## config.mk

```make
export PLATFORM = sky130hd
export DESIGN_NAME = port_range_demultiplexer
export DESIGN_NICKNAME = d
export VERILOG_FILES = /design/src/design/prd_pkg.sv /design/src/design/prd_front.sv /design/src/design/prd_queue.sv /design/src/design/prd_back.sv /design/src/design/port_range_demultiplexer.sv
export SDC_FILE = /design/constraint.sdc
export NUM_CORES = 1
export LEC_CHECK = 0
export BUFFER_PORTS_ARGS = -buffer_cell sky130_fd_sc_hd__clkbuf_2
export CORE_UTILIZATION = 61
export DETAILED_ROUTE_END_ITERATION = 10
export PLACE_DENSITY = 0.79
export SLEW_MARGIN = 40
export SYNTH_ARGS = -nofsm -noshare
export SYNTH_HDL_FRONTEND = slang
export SYNTH_SLANG_ARGS = --single-unit
```

## constraint.sdc

```tcl
create_clock -name aclk -period 3.6 [get_ports aclk]
set_input_delay 0.72 -clock aclk [delete_from_list [all_inputs] [get_ports aclk]]
set_output_delay 0.72 -clock aclk [all_outputs]
set_load 0.01 [all_outputs]
```

## src/design/prd_pkg.sv

```systemverilog
// Shared types and constants for the port range demultiplexer.
`timescale 1ns / 1ps

package prd_pkg;

    // Number of port range registers.
    localparam int RANGES = 4;

    // Protocol numbers that are classified by port.
    localparam logic [7:0] PROTO_TCP = 8'd6;
    localparam logic [7:0] PROTO_UDP = 8'd17;

    // Field widths.
    localparam int PROTO_W  = 8;
    localparam int PORT_W   = 16;
    localparam int GATE_W   = 16;
    localparam int COUNT_W  = 3;
    localparam int RANGE_W  = 48;
    localparam int S_DATA_W = 24;
    localparam int M_DATA_W = 16;

    // Layout of a range register.
    localparam int START_LSB = 0;
    localparam int END_LSB   = 16;
    localparam int GATE_LSB  = 32;

    // Register map: one register per 8 bytes.
    localparam int REG_RANGE_COUNT   = 0;
    localparam int REG_FALLBACK_GATE = 1;
    localparam int REG_RANGE_BASE    = 2;
    localparam int CFG_REGS          = REG_RANGE_BASE + RANGES;
    localparam int CFG_REG_LIMIT     = 6;
    localparam int CFG_DATA_W        = 64;
    localparam int CFG_ADDR_W        = $clog2(CFG_REGS * 8);
    localparam int CFG_IDX_W         = CFG_ADDR_W - 3;

    // Decision queue between classifier and result generator.
    localparam int QUEUE_DEPTH = 2;
    localparam int QPTR_W      = (QUEUE_DEPTH > 1) ? $clog2(QUEUE_DEPTH) : 1;
    localparam int QCNT_W      = $clog2(QUEUE_DEPTH + 1);

    typedef struct packed {
        logic [COUNT_W-1:0]             range_count;
        logic [GATE_W-1:0]              fallback_gate;
        logic [RANGES-1:0][RANGE_W-1:0] ranges;
    } cfg_t;

    // One classified packet: the final gate and the ranges that get a copy first.
    typedef struct packed {
        logic [GATE_W-1:0] gate;
        logic [RANGES-1:0] copy_mask;
    } entry_t;

    function automatic logic [GATE_W-1:0] range_gate(input logic [RANGE_W-1:0] r);
        range_gate = r[GATE_LSB +: GATE_W];
    endfunction

endpackage

```

## src/design/prd_front.sv

```systemverilog
// Front end: accepts packet headers and classifies them into queue entries.
`timescale 1ns / 1ps

module prd_front (
    input  logic                           aclk,
    input  logic                           aresetn,
    input  prd_pkg::cfg_t                  cfg,
    input  logic                           s_tvalid,
    output logic                           s_tready,
    input  logic [prd_pkg::S_DATA_W-1:0]   s_tdata,
    output logic                           q_valid,
    input  logic                           q_ready,
    output prd_pkg::entry_t                q_entry
);

    logic                          valid_reg;
    logic                          valid_next;
    prd_pkg::entry_t               entry_reg;
    prd_pkg::entry_t               entry_next;
    logic [prd_pkg::PROTO_W-1:0]   proto;
    logic [prd_pkg::PORT_W-1:0]    port;
    logic [prd_pkg::RANGES-1:0]    in_use;
    logic [prd_pkg::GATE_W-1:0]    uni_gate;
    logic [prd_pkg::RANGES-1:0]    bc_mask;
    logic                          is_l4;
    logic                          load;

    assign proto = s_tdata[prd_pkg::PROTO_W-1:0];
    assign port  = s_tdata[prd_pkg::PROTO_W +: prd_pkg::PORT_W];
    assign is_l4 = (proto == prd_pkg::PROTO_TCP) || (proto == prd_pkg::PROTO_UDP);

    always_comb begin
        for (int i = 0; i < prd_pkg::RANGES; i++) begin
            in_use[i] = 32'(cfg.range_count) > i;
        end
    end

    // First matching range wins: walk from the top so lower ranges override.
    always_comb begin
        uni_gate = cfg.fallback_gate;
        for (int i = prd_pkg::RANGES - 1; i >= 0; i--) begin
            if (in_use[i]
                && port >= cfg.ranges[i][prd_pkg::START_LSB +: prd_pkg::PORT_W]
                && port <  cfg.ranges[i][prd_pkg::END_LSB +: prd_pkg::PORT_W]) begin
                uni_gate = prd_pkg::range_gate(cfg.ranges[i]);
            end
        end
    end

    // A range makes a copy when its gate is new and differs from the default.
    always_comb begin
        for (int i = 0; i < prd_pkg::RANGES; i++) begin
            bc_mask[i] = in_use[i]
                && (prd_pkg::range_gate(cfg.ranges[i]) != cfg.fallback_gate);
            for (int j = 0; j < i; j++) begin
                if (prd_pkg::range_gate(cfg.ranges[j]) == prd_pkg::range_gate(cfg.ranges[i])) begin
                    bc_mask[i] = 1'b0;
                end
            end
        end
    end

    assign s_tready = !valid_reg || q_ready;
    assign load     = s_tvalid && s_tready;

    always_comb begin
        valid_next = valid_reg;
        entry_next = entry_reg;
        if (load) begin
            valid_next = 1'b1;
            if (is_l4) begin
                entry_next.gate      = uni_gate;
                entry_next.copy_mask = '0;
            end else begin
                entry_next.gate      = cfg.fallback_gate;
                entry_next.copy_mask = bc_mask;
            end
        end else if (q_ready) begin
            valid_next = 1'b0;
        end
    end

    always_ff @(posedge aclk) begin
        if (!aresetn) begin
            valid_reg <= 1'b0;
        end else begin
            valid_reg <= valid_next;
        end
        entry_reg <= entry_next;
    end

    assign q_valid = valid_reg;
    assign q_entry = entry_reg;

endmodule

```

## src/design/prd_queue.sv

```systemverilog
// Short queue of classified packets between front end and result generator.
`timescale 1ns / 1ps

module prd_queue (
    input  logic            aclk,
    input  logic            aresetn,
    input  logic            in_valid,
    output logic            in_ready,
    input  prd_pkg::entry_t in_entry,
    output logic            out_valid,
    input  logic            out_ready,
    output prd_pkg::entry_t out_entry
);

    prd_pkg::entry_t               slots_reg [prd_pkg::QUEUE_DEPTH];
    logic [prd_pkg::QPTR_W-1:0]    wr_ptr_reg;
    logic [prd_pkg::QPTR_W-1:0]    wr_ptr_next;
    logic [prd_pkg::QPTR_W-1:0]    rd_ptr_reg;
    logic [prd_pkg::QPTR_W-1:0]    rd_ptr_next;
    logic [prd_pkg::QCNT_W-1:0]    count_reg;
    logic [prd_pkg::QCNT_W-1:0]    count_next;
    logic                          push;
    logic                          pop;

    assign in_ready  = count_reg != prd_pkg::QCNT_W'(prd_pkg::QUEUE_DEPTH);
    assign out_valid = count_reg != '0;
    assign out_entry = slots_reg[rd_ptr_reg];
    assign push      = in_valid && in_ready;
    assign pop       = out_valid && out_ready;

    function automatic logic [prd_pkg::QPTR_W-1:0] bump(input logic [prd_pkg::QPTR_W-1:0] p);
        if (32'(p) == prd_pkg::QUEUE_DEPTH - 1) begin
            bump = '0;
        end else begin
            bump = p + 1'b1;
        end
    endfunction

    always_comb begin
        wr_ptr_next = push ? bump(wr_ptr_reg) : wr_ptr_reg;
        rd_ptr_next = pop ? bump(rd_ptr_reg) : rd_ptr_reg;
        count_next  = count_reg;
        if (push && !pop) begin
            count_next = count_reg + 1'b1;
        end else if (pop && !push) begin
            count_next = count_reg - 1'b1;
        end
    end

    always_ff @(posedge aclk) begin
        if (!aresetn) begin
            wr_ptr_reg <= '0;
            rd_ptr_reg <= '0;
            count_reg  <= '0;
        end else begin
            wr_ptr_reg <= wr_ptr_next;
            rd_ptr_reg <= rd_ptr_next;
            count_reg  <= count_next;
        end
        if (push) begin
            slots_reg[wr_ptr_reg] <= in_entry;
        end
    end

endmodule

```

## src/design/prd_back.sv

```systemverilog
// Back end: expands each queue entry into its copy words and final word.
`timescale 1ns / 1ps

module prd_back (
    input  logic                          aclk,
    input  logic                          aresetn,
    input  prd_pkg::cfg_t                 cfg,
    input  logic                          q_valid,
    output logic                          q_ready,
    input  prd_pkg::entry_t               q_entry,
    output logic                          m_tvalid,
    input  logic                          m_tready,
    output logic [prd_pkg::M_DATA_W-1:0]  m_tdata,
    output logic                          m_tuser,
    output logic                          m_tlast
);

    logic                          active_reg;
    logic                          active_next;
    logic [prd_pkg::RANGES-1:0]    rem_reg;
    logic [prd_pkg::RANGES-1:0]    rem_next;
    logic                          valid_reg;
    logic                          valid_next;
    logic [prd_pkg::GATE_W-1:0]    gate_reg;
    logic [prd_pkg::GATE_W-1:0]    gate_next;
    logic                          copy_reg;
    logic                          copy_next;
    logic                          last_reg;
    logic                          last_next;
    logic [prd_pkg::RANGES-1:0]    mask;
    logic [prd_pkg::RANGES-1:0]    low_bit;
    logic [prd_pkg::GATE_W-1:0]    copy_gate;
    logic                          advance;

    // Once the first copy of an entry is out, the remaining copies come from rem_reg.
    assign mask    = active_reg ? rem_reg : q_entry.copy_mask;
    assign low_bit = mask & (~mask + 1'b1);
    assign advance = !valid_reg || m_tready;

    always_comb begin
        copy_gate = '0;
        for (int i = 0; i < prd_pkg::RANGES; i++) begin
            if (low_bit[i]) begin
                copy_gate = copy_gate | prd_pkg::range_gate(cfg.ranges[i]);
            end
        end
    end

    always_comb begin
        active_next = active_reg;
        rem_next    = rem_reg;
        valid_next  = valid_reg;
        gate_next   = gate_reg;
        copy_next   = copy_reg;
        last_next   = last_reg;
        q_ready     = 1'b0;
        if (advance) begin
            valid_next = q_valid;
            if (q_valid) begin
                if (mask != '0) begin
                    gate_next   = copy_gate;
                    copy_next   = 1'b1;
                    last_next   = 1'b0;
                    rem_next    = mask & ~low_bit;
                    active_next = 1'b1;
                end else begin
                    gate_next   = q_entry.gate;
                    copy_next   = 1'b0;
                    last_next   = 1'b1;
                    active_next = 1'b0;
                    q_ready     = 1'b1;
                end
            end
        end
    end

    always_ff @(posedge aclk) begin
        if (!aresetn) begin
            active_reg <= 1'b0;
            valid_reg  <= 1'b0;
        end else begin
            active_reg <= active_next;
            valid_reg  <= valid_next;
        end
        rem_reg  <= rem_next;
        gate_reg <= gate_next;
        copy_reg <= copy_next;
        last_reg <= last_next;
    end

    assign m_tvalid = valid_reg;
    assign m_tdata  = gate_reg;
    assign m_tuser  = copy_reg;
    assign m_tlast  = last_reg;

endmodule

```

## src/design/port_range_demultiplexer.sv

```systemverilog
// Top level of the port range demultiplexer: register file and pipeline.
//
// The input stream carries one packet header per word: s_tdata holds the IPv4
// protocol number and the L4 destination port. A TCP or UDP packet gives one
// result word with the gate of the first matching range, or the default gate.
// Any other protocol gives one copy word per distinct range gate that differs
// from the default, then a final word for the default gate.
// Result words carry the gate in m_tdata, the copy flag in m_tuser and the
// final-word flag in m_tlast.
// m_tvalid rises once the word has passed the classifier register, the queue
// and the result register. A unicast packet gives one word, a broadcast packet
// one word per copy plus a final word; the result generator emits one word per cycle while m_tready is high.
// Input is accepted every cycle while the two-entry queue and the classifier
// register have room, so a stalled receiver backs up only once they are full.
// Reset clears the configuration registers to zero and empties the pipeline.
// The APB port places register i at byte address 8*i; write it only while idle.
`timescale 1ns / 1ps

module port_range_demultiplexer (
    input  logic                             aclk,
    input  logic                             aresetn,
    input  logic                             s_tvalid,
    output logic                             s_tready,
    input  logic [prd_pkg::S_DATA_W-1:0]     s_tdata,   // ip_protocol[7:0], l4_port[23:8]
    output logic                             m_tvalid,
    input  logic                             m_tready,
    output logic [prd_pkg::M_DATA_W-1:0]     m_tdata,   // gate[15:0]
    output logic                             m_tuser,   // is_copy[0]
    output logic                             m_tlast,
    input  logic                             psel,
    input  logic                             penable,
    input  logic                             pwrite,
    input  logic [prd_pkg::CFG_ADDR_W-1:0]   paddr,
    input  logic [prd_pkg::CFG_DATA_W-1:0]   pwdata,
    output logic [prd_pkg::CFG_DATA_W-1:0]   prdata,
    output logic                             pready
);

    prd_pkg::cfg_t                   cfg_reg;
    prd_pkg::cfg_t                   cfg_next;
    logic [prd_pkg::CFG_IDX_W-1:0]   reg_idx;
    logic                            wr_en;
    logic                            fq_valid;
    logic                            fq_ready;
    prd_pkg::entry_t                 fq_entry;
    logic                            qb_valid;
    logic                            qb_ready;
    prd_pkg::entry_t                 qb_entry;

    assign pready  = 1'b1;
    assign reg_idx = paddr[prd_pkg::CFG_ADDR_W-1:3];
    assign wr_en   = psel && penable && pwrite && pready;

    always_comb begin
        cfg_next = cfg_reg;
        if (wr_en) begin
            if (32'(reg_idx) == prd_pkg::REG_RANGE_COUNT) begin
                cfg_next.range_count = pwdata[prd_pkg::COUNT_W-1:0];
            end else if (32'(reg_idx) == prd_pkg::REG_FALLBACK_GATE) begin
                cfg_next.fallback_gate = pwdata[prd_pkg::GATE_W-1:0];
            end
            for (int i = 0; i < prd_pkg::RANGES; i++) begin
                if (32'(reg_idx) == prd_pkg::REG_RANGE_BASE + i
                    && prd_pkg::REG_RANGE_BASE + i < prd_pkg::CFG_REG_LIMIT) begin
                    cfg_next.ranges[i] = pwdata[prd_pkg::RANGE_W-1:0];
                end
            end
        end
    end

    always_comb begin
        prdata = '0;
        if (32'(reg_idx) == prd_pkg::REG_RANGE_COUNT) begin
            prdata = prd_pkg::CFG_DATA_W'(cfg_reg.range_count);
        end else if (32'(reg_idx) == prd_pkg::REG_FALLBACK_GATE) begin
            prdata = prd_pkg::CFG_DATA_W'(cfg_reg.fallback_gate);
        end
        for (int i = 0; i < prd_pkg::RANGES; i++) begin
            if (32'(reg_idx) == prd_pkg::REG_RANGE_BASE + i
                && prd_pkg::REG_RANGE_BASE + i < prd_pkg::CFG_REG_LIMIT) begin
                prdata = prd_pkg::CFG_DATA_W'(cfg_reg.ranges[i]);
            end
        end
    end

    always_ff @(posedge aclk) begin
        if (!aresetn) begin
            cfg_reg <= '0;
        end else begin
            cfg_reg <= cfg_next;
        end
    end

    prd_front u_front (
        .aclk     (aclk),
        .aresetn  (aresetn),
        .cfg      (cfg_reg),
        .s_tvalid (s_tvalid),
        .s_tready (s_tready),
        .s_tdata  (s_tdata),
        .q_valid  (fq_valid),
        .q_ready  (fq_ready),
        .q_entry  (fq_entry)
    );

    prd_queue u_queue (
        .aclk      (aclk),
        .aresetn   (aresetn),
        .in_valid  (fq_valid),
        .in_ready  (fq_ready),
        .in_entry  (fq_entry),
        .out_valid (qb_valid),
        .out_ready (qb_ready),
        .out_entry (qb_entry)
    );

    prd_back u_back (
        .aclk     (aclk),
        .aresetn  (aresetn),
        .cfg      (cfg_reg),
        .q_valid  (qb_valid),
        .q_ready  (qb_ready),
        .q_entry  (qb_entry),
        .m_tvalid (m_tvalid),
        .m_tready (m_tready),
        .m_tdata  (m_tdata),
        .m_tuser  (m_tuser),
        .m_tlast  (m_tlast)
    );

endmodule

```

Word-level counts from Yosys, hierarchy flattened. Memory sizes are Yosys's and may differ from the RTL's. A register that Yosys moved wholly into a read port is not among the register bits. Cells that the tools add are included.

Register bits: 260. Memories: 1. Word-level logic and storage cells: 144. RAM bits: 40.

Order comparisons: 12. Add/sub/neg operators: 5. Bitwise gates (word level): 8. Eq/ne operators: 18. Mux-type cells: 37. Reduce and logical (&&, ||, !) cells: 42.

Memory list: u_queue.slots_reg (depth 2, width 20, rd ports 1, clocked after Yosys merged registers in 1, wr ports 1, RTL line prd_queue.sv:15) `prd_pkg::entry_t slots_reg [prd_pkg::QUEUE_DEPTH];`.

Operators with widths (number): $mux 64 (4); $mux 16 (11); $eq 16x16->1 (6); $ge 16x16->1 (4); $lt 16x16->1 (4); $ne 16x16->1 (4); $or 16x16->16 (3); $mux 20 (1); $logic_and 1x1->1 (19); $mux 1 (18); $reduce_and 2->1 (6); $and 4x4->4 (2); $eq 8x3->1 const B (1); $eq 8x5->1 const B (1); $not 4->4 (2); $eq 3x2->1 const B (2); $eq 3x3->1 const B (2); $gt 3x1->1 const B (2); $gt 3x2->1 const B (2); $reduce_and 3->1 (2); $reduce_bool 2->1 (3); $add 4x1->4 const B (1); $logic_not 1->1 (4); $mux 2 (2); 13 further kinds (16).

Depth between registers and ports, before layout.
Depth after elaboration: 12. Depth in mapped cells: 13.

Modules after synthesis. From an unflattened synthesis, not the netlist that was laid out.

Cells, all modules: 2232. Area total of the unflattened synthesis: 20125.6 µm².

By module, submodules not included: port_range_demultiplexer (area each 9467.8 µm², seq. area each 4224.1 µm², times used 1, cells each 969); prd_front (area each 7134.3 µm², seq. area each 620.6 µm², times used 1, cells each 977); prd_back (area each 1844.3 µm², seq. area each 670.6 µm², times used 1, cells each 200); prd_queue (area each 1679.1 µm², seq. area each 1301.2 µm², times used 1, cells each 86).

Least setup slack after synthesis. No wires, ideal clock.

Path type: input -> output. Start point: input port paddr[3] (netlist bit). End point: output port prdata[1] (netlist bit). Arrival: 2309 ps. Data required time: 2880 ps. Stages on the path: 6. Setup slack: 571 ps. Cell sequence: clkbuf_1 > clkbuf_1 > buf_1 > buf_2 > a31oi_1 > o21ai_0.

Longest elaborated chain between the ends: 7.

Ends and longest elaborated chain: start: declaration (RTL line port_range_demultiplexer.sv:33) `input logic [prd_pkg::CFG_ADDR_W-1:0] paddr,`; $eq 3x1->1 (RTL line port_range_demultiplexer.sv:75) `end else if (32'(reg_idx) == prd_pkg::REG_FALLBACK_GATE) begin`; $mux 16 (RTL line port_range_demultiplexer.sv:75); $mux 16 (RTL line port_range_demultiplexer.sv:73) `if (32'(reg_idx) == prd_pkg::REG_RANGE_COUNT) begin`; $mux 64 (3 in series) (RTL line port_range_demultiplexer.sv:79) `if (32'(reg_idx) == prd_pkg::REG_RANGE_BASE + i`; $mux 64 * (RTL line port_range_demultiplexer.sv:79); end: declaration (RTL line port_range_demultiplexer.sv:35) `output logic [prd_pkg::CFG_DATA_W-1:0] prdata,`.

Mark *: on every way between the ends. The rest lies on a longest branch, timed or not.

Final worst setup path.
Start point: input port paddr[3] (netlist bit). End point: output port prdata[17] (netlist bit).

Longest elaborated chain between the ends: 5.

Ends and longest elaborated chain (RTL line): $eq 3x2->1 (port_range_demultiplexer.sv:79); $mux 64 (3 in series) (port_range_demultiplexer.sv:79); $mux 64 * (port_range_demultiplexer.sv:79).

Marked as above.

==> results.yml <==
timing:
  max_freq_ghz: 0.331
  hold_viol: 0
  skew_ns: 0.00926
  min_period_over_period: 0.839
  slew_headroom: 0.430
  slew_violations: 0
  tightest_slew_ns: 0.848
  min_period_ns: 3.02
  rsz0062_at_grt: "false"
  setup_viol: 0
  tns_ns: 0
setup_path:
  cp.arrival_ns: 2.30
  cp.required_ns: 2.88
  cp-startpoint: "paddr[3]"
  cp_max_fo: 62
  r2r_slack_ns: 0.71
  end_kind: "output port"
  start_kind: "input pin"
  r2r_start: "cfg_reg[58]"
  worstSetupPathType: "in -> out"
  endpoint: "prdata[17]"
  r2r_cells: 11
  r2r_end: "u_front.q_entry[19]"
floorplanning:
  num_rows: 64
  die_area_mm2: 0.0319
  core_area_mm2: 0.0307
  die_w_um: 179
  die_y_um: 179
  start_util: 0.621
  io_pins: 186
clock_network:
  cts_tree: "yes"
  ctsResizeCount: 0
  numCtsBuffers: 34
  clk_latency_ns: 0.52
  clkSlewWorstSetupHoldPaths_ns: 0.06
  root_buffer: "clkbuf_16"
  clockBufferDepth: 3
  cts_sinks: 300
  cts.hold.buffers_added: 0
  cts_setup_buffers: 0
  htreeDepth: 2
yosys:
  ys_ff_latch: 300
  async_reset_ff_frac: 0
  synth_edf_count: 81
  synth_area_mm2: 0.0190
  syn_avg_cell_area_um2: 8.54
  synth_warnings: 0
  synth_cells: 2228
  ys.flop_type: "dfxtp_1"
  synth_cell_types: 67
  ys_seq_area_frac: 0.358
power_and_ir_drop:
  peakVddDrop_v: 0.000456
  p_leak_uw: 0.00781
  powerDensity_mw_per_mm2: 387
routing:
  antenna_left: 0
  drt-vias-per-instance: 6.27
  wl_met1_mm: 23.3
  met3RoutedLength_mm: 5.08
  met2_length_mm: 27.6
  drc: 0
  dr.first_iter.drc_count: 1534
  first_pass_iters: 5
  drt-total-wl_mm: 59.9
  highest_layer: "met4"
  dr_total_vias: 16800
  wl_per_cell_um: 22.3
job:
  max-cap-violations: 0
layout:
  finish.utilization: 0.683
  layout-drive-gt1-share: 0.128
  largest_reg_flops: 211
  area_growth_pct: 10.0
  fin_nets: 2491
global_routing:
  antenna_found_initial: 1
  grt_pass1_wl_mm: 91.5
  grt-ovfl-total: 0
  grt_pass1_vias: 16100
  grt_max_degree: 86
  track_usage: 0.376
hold_path:
  min_path_type: "in -> reg"
placed_design:
  place_congestion: 1.03
  numPortBuffers: 149
  hpwl_mm: 41.7
status:
  outcome: "finished clean"
worst min-delay path by stage:
stage	start	endpoint	cells past startpoint
6_report	s_tvalid	u_front.q_valid	3
2_1_floorplan	u_front.q_entry[0]	u_queue.slots_reg[0][0]	0
3_5_place_dp	u_front.q_entry[17]	u_queue.slots_reg[0][17]	0
5_1_grt	u_front.q_entry[17]	u_queue.slots_reg[0][17]	0
3_3_place_gp	u_front.q_entry[12]	u_queue.slots_reg[1][12]	0
4_1_cts	s_tvalid	u_front.q_valid	3
Yosys cell counts, drive strengths merged (12+ instances only):
| library cell | instances | share of area |
|---|---|---|
| a211oi | 12 | 0.0047 |
| mux2i | 117 | 0.062 |
| nand4 | 40 | 0.013 |
| o22ai | 63 | 0.021 |
| clkbuf | 147 | 0.029 |
| ha | 125 | 0.082 |
| a221oi | 15 | 0.010 |
| a21boi | 214 | 0.084 |
| edfxtp | 81 | 0.13 |
| a22oi | 31 | 0.012 |
| mux2 | 15 | 0.0089 |
| xor2 | 49 | 0.023 |
| nand2 | 461 | 0.091 |
| nor3 | 12 | 0.0032 |
| inv | 131 | 0.026 |
| nor4 | 23 | 0.0076 |
| a21oi | 34 | 0.0089 |
| xnor2 | 114 | 0.052 |
| a21o | 12 | 0.0047 |
| nor2 | 46 | 0.0091 |
| nand3 | 16 | 0.0042 |
| dfxtp | 219 | 0.23 |
| nand2b | 27 | 0.0089 |
| o21ai | 67 | 0.018 |
| buf | 69 | 0.019 |
critical path, stage by stage:
cell and delay [ns]:
buf_6 0.45, buf_4 0.46, mux2i_1 0.32, o22ai_1 0.13
clkbuf_2 0.16
cell type report:
type / count / area [µm²]
diodes: 1 / 2.50
clock buffers: 49 / 978
clock inverters: 7 / 43.8
fillers: 2487 / 9730
inverters: 131 / 492
multi-input cells: 1596 / 10900
flip-flops and latches: 300 / 6820
well taps: 396 / 495
repair buffers: 202 / 1210
cell usage in the layout, fill, tap and decap left out, types with 17 or more instances in the layout:
master     instances
nand4_1           40
buf_4             49
a22oi_1           31
nand2_1          461
nor4_1            23
a21oi_1           34
nand2b_1          26
mux2i_1          117
conb_1            17
clkbuf_16         35
xnor2_1          114
o22ai_1           63
o21ai_0           64
nor2_1            46
a21boi_0         214
inv_1            131
clkbuf_2         147
xor2_1            49
dfxtp_1          219
edfxtp_1          81
ha_1             125
cells by family (layout without fill, tap and decap cells):
kind of cell | after synthesis | after routing | share of synthesized area
AND/OR/NAND/NOR | 658 | 658 | 0.149
AO/OA/AOI/OAI | 499 | 499 | 0.188
buffers and inverters | 347 | 389 | 0.0740
flip-flops | 300 | 300 | 0.358
XOR/XNOR | 163 | 163 | 0.0750
multiplexers | 134 | 134 | 0.0728
adder cells (fa/ha/maj) | 125 | 125 | 0.0822
other | 2 | 18 | 0.000395
per-stage QoR:
step	cells	total power, µW	hold WS, ns	area, µm²	setup WS (ns)
after detailed placement	2625	4880	0.436	19900	0.149
after global placement	2625	4830	0.423	19900	0.217
after floorplan	2243	4450	0.421	19100	0.571
final	2682	8110	0.436	20900	0.580
after CTS	2681	8100	0.434	20900	0.639
after global routing	2681	8370	0.458	20900	0.406
layer usage:
layer / up-vias / GRT usage
li1: 7685 / -
met1: 8055 / 0.463
met2: 857 / 0.615
met3: 232 / 0.0575
met4: 0 / 0.233
met5: - / 0
power breakdown:
| part | total, µW | internal, µW | leakage [µW] | switching, µW |
|---|---|---|---|---|
| registers | 3720 | 3640 | 0.00254 | 86.0 |
| logic | 1110 | 408 | 0.00476 | 704 |
| clock network | 3270 | 1880 | 0.000507 | 1390 |
| total | 8110 | 5930 | 0.00781 | 2180 |
Note: power is estimated with default switching activity, not from simulation.
